==> src/sv/cfc_pkg.sv <==
// Shared types, constants and helpers for the coordinate frame converter.
package cfc_pkg;

  localparam int CW   = 45;
  localparam int RW   = 34;
  localparam int PW   = 36;
  localparam int SATW = 40;

  localparam logic [1:0] REQ_CART = 2'd0;
  localparam logic [1:0] REQ_SPH  = 2'd1;
  localparam logic [1:0] REQ_CYL  = 2'd2;

  localparam logic signed [21:0]   INV_GAIN_Q20 = 22'sd636751;
  localparam logic signed [RW-1:0] INV_GAIN_Q30 = 34'sd652032874;

  localparam logic signed [SATW-1:0] S32_MAX = 40'sh00_7fff_ffff;
  localparam logic signed [SATW-1:0] S32_MIN = 40'shff_8000_0000;

  localparam logic [31:0] ATAN_TAB [24] = '{
    32'd536870912, 32'd316933406, 32'd167458907, 32'd85005780, 32'd42667331,
    32'd21354465, 32'd10679838, 32'd5340245, 32'd2670163, 32'd1335087,
    32'd667544, 32'd333772, 32'd166886, 32'd83443, 32'd41722, 32'd20861,
    32'd10430, 32'd5215, 32'd2608, 32'd1304, 32'd652, 32'd326, 32'd163, 32'd81
  };

  typedef struct packed {
    logic               ovf;
    logic signed [31:0] val;
  } sat32_t;

  typedef struct packed {
    logic        ovf;
    logic [30:0] val;
  } sat31_t;

  typedef struct packed {
    logic [1:0]         req;
    logic signed [31:0] da;
    logic signed [31:0] db;
    logic signed [31:0] dc;
    logic [15:0]        th;
    logic [15:0]        ph;
    logic               nz;
  } side1_t;

  typedef struct packed {
    logic [1:0]           req;
    logic signed [31:0]   da;
    logic signed [31:0]   db;
    logic signed [31:0]   dc;
    logic [15:0]          th;
    logic [15:0]          ph;
    logic [15:0]          az;
    logic signed [CW-1:0] rhog;
    logic signed [33:0]   ah;
    logic signed [PW-1:0] rho;
    logic signed [PW-1:0] oz;
    logic signed [PW-1:0] mx;
    logic signed [PW-1:0] my;
    logic                 zero;
  } side2_t;

  function automatic sat32_t sat_s32(input logic signed [SATW-1:0] v);
    sat32_t r;
    r.ovf = 1'b0;
    r.val = v[31:0];
    if (v > S32_MAX) begin
      r.ovf = 1'b1;
      r.val = S32_MAX[31:0];
    end else if (v < S32_MIN) begin
      r.ovf = 1'b1;
      r.val = S32_MIN[31:0];
    end
    return r;
  endfunction

  function automatic sat31_t sat_u31(input logic signed [SATW-1:0] v);
    sat31_t r;
    r.ovf = 1'b0;
    r.val = v[30:0];
    if (v > S32_MAX) begin
      r.ovf = 1'b1;
      r.val = S32_MAX[30:0];
    end else if (v[SATW-1]) begin
      r.ovf = 1'b1;
      r.val = '0;
    end
    return r;
  endfunction

  // Round half up, drop 30 fraction bits.
  function automatic logic signed [PW-1:0] rnd30(input logic signed [69:0] p);
    logic signed [69:0] t;
    t = p + 70'sd536870912;
    return t[65:30];
  endfunction

endpackage

==> src/sv/cfc_rot.sv <==
// Pipelined rotation CORDIC: cos and sin of a turn angle in Q3.30.
module cfc_rot #(
  parameter int STEPS = 16
) (
  input  logic                         clk_i,
  input  logic                         en_i,
  input  logic [31:0]                  ang_i,
  output logic signed [cfc_pkg::RW-1:0] cos_o,
  output logic signed [cfc_pkg::RW-1:0] sin_o
);
  import cfc_pkg::*;

  logic signed [RW-1:0] x_q [STEPS+1];
  logic signed [RW-1:0] y_q [STEPS+1];
  logic signed [RW-1:0] z_q [STEPS+1];
  logic signed [RW-1:0] x_d [STEPS+1];
  logic signed [RW-1:0] y_d [STEPS+1];
  logic signed [RW-1:0] z_d [STEPS+1];
  logic [STEPS:0]       f_q;
  logic                 flip;
  logic signed [RW-1:0] c1_q, s1_q, c2_q, s2_q;

  assign flip = ang_i[31] ^ ang_i[30];

  always_comb begin
    x_d[0] = INV_GAIN_Q30;
    y_d[0] = '0;
    z_d[0] = {{(RW-31){ang_i[31] ^ flip}}, ang_i[30:0]};
    for (int k = 0; k < STEPS; k++) begin
      if (!z_q[k][RW-1]) begin
        x_d[k+1] = x_q[k] - (y_q[k] >>> k);
        y_d[k+1] = y_q[k] + (x_q[k] >>> k);
        z_d[k+1] = z_q[k] - RW'(ATAN_TAB[k[4:0]]);
      end else begin
        x_d[k+1] = x_q[k] + (y_q[k] >>> k);
        y_d[k+1] = y_q[k] - (x_q[k] >>> k);
        z_d[k+1] = z_q[k] + RW'(ATAN_TAB[k[4:0]]);
      end
    end
  end

  always_ff @(posedge clk_i) begin
    if (en_i) begin
      for (int k = 0; k <= STEPS; k++) begin
        x_q[k] <= x_d[k];
        y_q[k] <= y_d[k];
        z_q[k] <= z_d[k];
      end
      f_q  <= {f_q[STEPS-1:0], flip};
      c1_q <= f_q[STEPS] ? -x_q[STEPS] : x_q[STEPS];
      s1_q <= f_q[STEPS] ? -y_q[STEPS] : y_q[STEPS];
      c2_q <= c1_q;
      s2_q <= s1_q;
    end
  end

  assign cos_o = c2_q;
  assign sin_o = s2_q;

endmodule
==> config.mk <==
export PLATFORM = sky130hd
export DESIGN_NAME = cfc_rot
export DESIGN_NICKNAME = d
export VERILOG_FILES = /design/src/sv/cfc_pkg.sv /design/src/sv/cfc_rot.sv
export SDC_FILE = /design/constraint.sdc
export NUM_CORES = 2
export LEC_CHECK = 0
export BUFFER_PORTS_ARGS = -buffer_cell sky130_fd_sc_hd__buf_2
export CAP_MARGIN = 20
export CORE_ASPECT_RATIO = 0.8
export CORE_UTILIZATION = 58
export CTS_BUF_LIST = sky130_fd_sc_hd__clkbuf_8
export CTS_CLUSTER_SIZE = 16
export DETAILED_ROUTE_END_ITERATION = 8
export HOLD_SLACK_MARGIN = 0.02
export PLACE_DENSITY = 0.85
export SLEW_MARGIN = 0
export SYNTH_ARGS = -nofsm -noshare
export SYNTH_HDL_FRONTEND = slang
export SYNTH_SLANG_ARGS = --single-unit
==> constraint.sdc <==
create_clock -name clk_i -period 5.3 [get_ports clk_i]
set_clock_uncertainty 0.05 [all_clocks]
set_input_delay 0 -clock clk_i [delete_from_list [all_inputs] [get_ports clk_i]]
set_output_delay 0 -clock clk_i [all_outputs]
set_load 0.1 [all_outputs]
Word-level counts from Yosys, hierarchy flattened
Memories as Yosys holds them, arrays and structs flattened.
Cells that the tools add are included.
{ "op_classes": {"n_addsub": 97, "bitwise": 2, "mux": 52} }
{ "ops": {"columns": ["op", "count"], "rows": [
  ["34-bit two-way mux", 50],
  ["34-bit by 19-bit adder with 34-bit output", 2],
  ["34-bit by 20-bit adder with 34-bit output", 2],
  ["34-bit by 21-bit adder with 34-bit output", 2],
  ["34-bit by 22-bit adder with 34-bit output", 2],
  ["34-bit by 23-bit adder with 34-bit output", 2],
  ["34-bit by 24-bit adder with 34-bit output", 2],
  ["34-bit by 25-bit adder with 34-bit output", 2],
  ["34-bit by 26-bit adder with 34-bit output", 2],
  ["34-bit by 27-bit adder with 34-bit output", 2],
  ["34-bit by 28-bit adder with 34-bit output", 2],
  ["34-bit by 29-bit adder with 34-bit output", 2],
  ["34-bit by 30-bit adder with 34-bit output", 2],
  ["34-bit by 31-bit adder with 34-bit output", 2],
  ["34-bit by 32-bit adder with 34-bit output", 2],
  ["34-bit by 33-bit adder with 34-bit output", 2],
  ["34-bit negator", 2],
  ["34-bit by 19-bit subtractor with 34-bit output", 2],
  ["34-bit by 20-bit subtractor with 34-bit output", 2],
  ["34-bit by 21-bit subtractor with 34-bit output", 2],
  ["34-bit by 22-bit subtractor with 34-bit output", 2],
  ["34-bit by 23-bit subtractor with 34-bit output", 2],
  ["34-bit by 24-bit subtractor with 34-bit output", 2],
  ["34-bit by 25-bit subtractor with 34-bit output", 2],
  ["other kinds (44)", 55]
]} }
{ "totals": {"inputBits": 34, "ram_bits": 1734, "n_memories": 3, "ff_bits": 153, "out_inout_bits": 68} }
{ "mem_list": {"columns": ["memory", "depth", "word_bits", "rd", "rd_clocked_by_memory_dff", "wr", "line", "rtl"], "rows": [
  ["x_q", 17, 34, 17, 0, 17, "cfc_rot.sv:13", "logic signed [RW-1:0] x_q [STEPS+1];"],
  ["y_q", 17, 34, 17, 0, 17, "cfc_rot.sv:14", "logic signed [RW-1:0] y_q [STEPS+1];"],
  ["z_q", 17, 34, 16, 0, 17, "cfc_rot.sv:15", "logic signed [RW-1:0] z_q [STEPS+1];"]
]} }

Logic depth before layout (Yosys ltp)
An unclocked memory read counts as a cell.
{ "logic_depth": {"word_depth": 3, "ltp_mapped": 22, "mapped_depth_nobuf": 22} }

Worst setup path after synthesis
Ideal clock, no wire load.
{ "synth_path": {"kind": "register -> register", "start": "memory y_q[10][14]", "end": "memory x_q[11][32], in the netlist x_q[1][134], data pin", "synth_period_minus_slack_ns": 4.606, "setup_time_ns": 0.264, "slack_ns": 0.694, "t_arrival_ns": 4.293, "path_buffers": 0, "stages_incl_launch_ff": 19, "cell_sequence": "edfxtp_1 nor3_1 nand2_1 nor4b_1 and3b_1 nor2_1 xnor2_1 ha_1 and3_1 a221oi_1 o21ai_0 a2111oi_0 nor2_1 a41o_1 o41a_1 nand3_1 nand2_1 a221oi_1 xnor2_1"} }
{ "synth_rtl": {"columns": ["item", "line"], "rows": [
  ["from (decl)", "cfc_rot.sv:14"],
  ["to (decl)", "cfc_rot.sv:13"]
]} }

==> out/qor.txt <==
status: complete, no violations
Initial Util: 58.4%
# rows: 155
Max Fclk: 196 MHz
worst-path fanout max: 7
Die Area: 226,000 um2
Setup crit start kind: flip-flop
critical path type: reg2reg
clock transition at the registers of the reported paths: 0.06 ns
initial DRC count: 10,800
min cycle time layout: 5.10 ns
post-route cell area: 141,000 um2
drc violations: 0
DP Area: 135,000 um2
# setup viols final: 0
Total Nets Final: 15,000
synth unique cells: 97
CTS Buf Count: 286
final hold vios: 0
input/output buffers: 101
Min-Delay Path Class: in2reg
yosys warns: 0
htree depth: 5
WL per Instance: 19.1 um
CP Capture Type: flip-flop
clock root cell: clkbuf_8
Longest Clk Path Bufs: 4
number of global-route vias before repair: 95,200
largest cells by area after synthesis: edfxtp_1, ha_1, xnor2_1
total number of vias: 103,000
CP arrival: 5.72 ns
Synthesized Nets: 14,600
Area Growth Syn to Fin: 8.59%
Final Max Tran Viols: 0
share of the synthesized area in the top cell type: 38.2%
Tot GR Track Use: 27.1%
chip height: 426 um
GRT overflow: 0
number of antenna violations at the first check in global routing: 4
Die W: 532 um
critical path required time: 5.91 ns
Worst Tran Pin Value: 1.13 ns
final setup TNS: 0 ns
total clock sinks: 1,654
I/O pin total: 102
layout cells sized above 1: 6.15%
Max-cap violations: 0
largest net degree at the start of global routing: 178
post-synthesis average cell area: 9.91 um2
drt pass-1 iters: 6
Post-Syn Instances: 13,100
Post-synth EDFFs: 1,654
first-pass GRT wire length: 505 mm
routability cong.: 0.988
Post-Syn Area: 130,000 um2
DRT antenna net count: 0
clock latency at the later pin of the worst-skew pair: 1.00 ns
TritonCTS clock tree: built
Post-synth ARST share: 0%
top_reg_cell synth: edfxtp_1
worst relative slew slack: 24.4%
Min Hold Slack: 0.177 ns
final WL: 319 mm
register bit total from synthesis: 1,654
area leader, netlist: edfxtp_1
Tcrit/Tclk final: 96.3%
fill count: 17,400
Seq/Total Area, Yosys: 38.2%
Via density: 6.17
detailed placement HPWL: 244 mm
core area: 223,000 um2
per-layer routing:
metal / part of all wire [%] / global-route usage [%] / up-vias
met5: 0 / 0 / -
met4: 2.9 / 7.85 / 0
met3: 8.5 / 4.29 / 580
met2: 44 / 42.4 / 4285
met1: 45 / 38.8 / 48600
li1: - / - / 49700
cells in the mapped netlist, types with 186 or more instances:
| cell type | count |
|---|---|
| nand2_1 | 616 |
| nand2b_1 | 213 |
| edfxtp_1 | 1654 |
| a21oi_1 | 1441 |
| a21o_1 | 676 |
| nor2_1 | 1092 |
| o21a_1 | 208 |
| nor3_1 | 304 |
| inv_1 | 574 |
| xor2_1 | 645 |
| o21ai_0 | 564 |
| nand3_1 | 206 |
| xnor2_1 | 1260 |
| nor2b_1 | 186 |
| ha_1 | 1397 |
worst max-delay path, stage by stage (launching register included):
cell and delay, ns:
edfxtp_1 0.45, or4_1 0.63, nor3b_1 0.36, nand2_1 0.14, nor2_1 0.30, a21oi_1 0.13
xor2_1 0.16, ha_1 0.39, a21o_1 0.21, a21o_1 0.16, a21oi_1 0.18, o21ai_0 0.15
a221oi_2 0.37, o22ai_1 0.11, or2_2 0.31, o221a_2 0.28, a21o_1 0.18, a21oi_1 0.18
xnor2_1 0.09
flip-flops by register name (all words and copies together), names as in the netlist:
name and cells:
cos_o 34, x_q 484, s1_q 34, c1_q 34
y_q 511, z_q 506, f_q 17, sin_o 34
worst paths after layout:
| path | startpoint | cells after the start | slack, ns | end |
|---|---|---|---|---|
| worst min-delay path | en_i | 2 | 0.18 | x_q[1][31] |
| worst max-delay path | y_q[11][16] | 18 | 0.20 | x_q[1][168] |
| worst max register to register | y_q[11][16] | 18 | 0.20 | x_q[1][168] |
| worst min register to register | z_q[0][21] | 0 | 0.36 | z_q[0][55] |
layout make-up:
| class | count | area [um2] | share of cell area, % |
|---|---|---|---|
| multi-input cells | 10700 | 77800 | 55.1 |
| flip-flops and latches | 1654 | 49700 | 35.1 |
| clock buffers | 293 | 4030 | 2.85 |
| well taps | 2983 | 3730 | 2.64 |
| repair buffers | 330 | 2640 | 1.87 |
| inverters | 579 | 2170 | 1.54 |
| clock inverters | 199 | 1270 | 0.899 |
| diodes | 5 | 12.5 | 0.00885 |
logic make-up after synthesis:
logic type	Yosys count	synth area share, %
xor gates and xnor gates	1905	12.8
buffers and inverters	775	2.24
muxes	123	1.01
DFF	1654	38.2
AOI/OAI and AO/OA	3966	19.5
adders and majority gates	1441	14.1
and+or+nand+nor	3264	12.2
through the flow:
step                utilization (%)  std cells  setup slack [ns]
finish                         63.4      16700             0.197
global route                   63.4      16700           -0.0285
detailed placement             60.6      16200            0.0785
floorplan                         -      13100             0.694
CTS                            63.3      16700           0.00655
global placement               60.6      16200             0.278
cells in the final DEF, fill, tap and decap left out, drive strengths merged, types with 38 or more instances in the layout:
cell type    synthesis  routed
nand4               83      83
nand2              616     616
nor2b              186     186
o21a               208     208
nand2b             213     213
fa                  44      44
mux2i               67      67
o31a                38      38
o21ai              586     586
o41ai               54      54
o211ai              51      51
a211oi             123     123
edfxtp            1654    1654
a21boi              44      44
xor2               645     645
or3                 72      72
nand3              206     206
and2                69      69
o31ai               85      85
a31oi              126     126
nor3b               40      40
buf                 45     265
mux2                56      56
clkbuf             151     293
nor2              1092    1092
nor3               304     304
and3               125     125
nor4                80      80
o21bai             176     176
dlygate4sd3          0      65
inv                575     651
ha                1397    1397
a21oi             1442    1442
xnor2             1260    1260
clkinv               4     100
or2                 40      40
or4                 42      42
a21o               676     676
repair_timing:
action	CTS	global route
endpoints found under the setup margin	0	52
hold buffers	65	0
buffers inserted	0	1
gates resized for setup	0	57
hold endpoints to repair	668	0
Power is not shown: default switching activity piles up to over one toggle a cycle in this logic, so the estimate is an artifact.
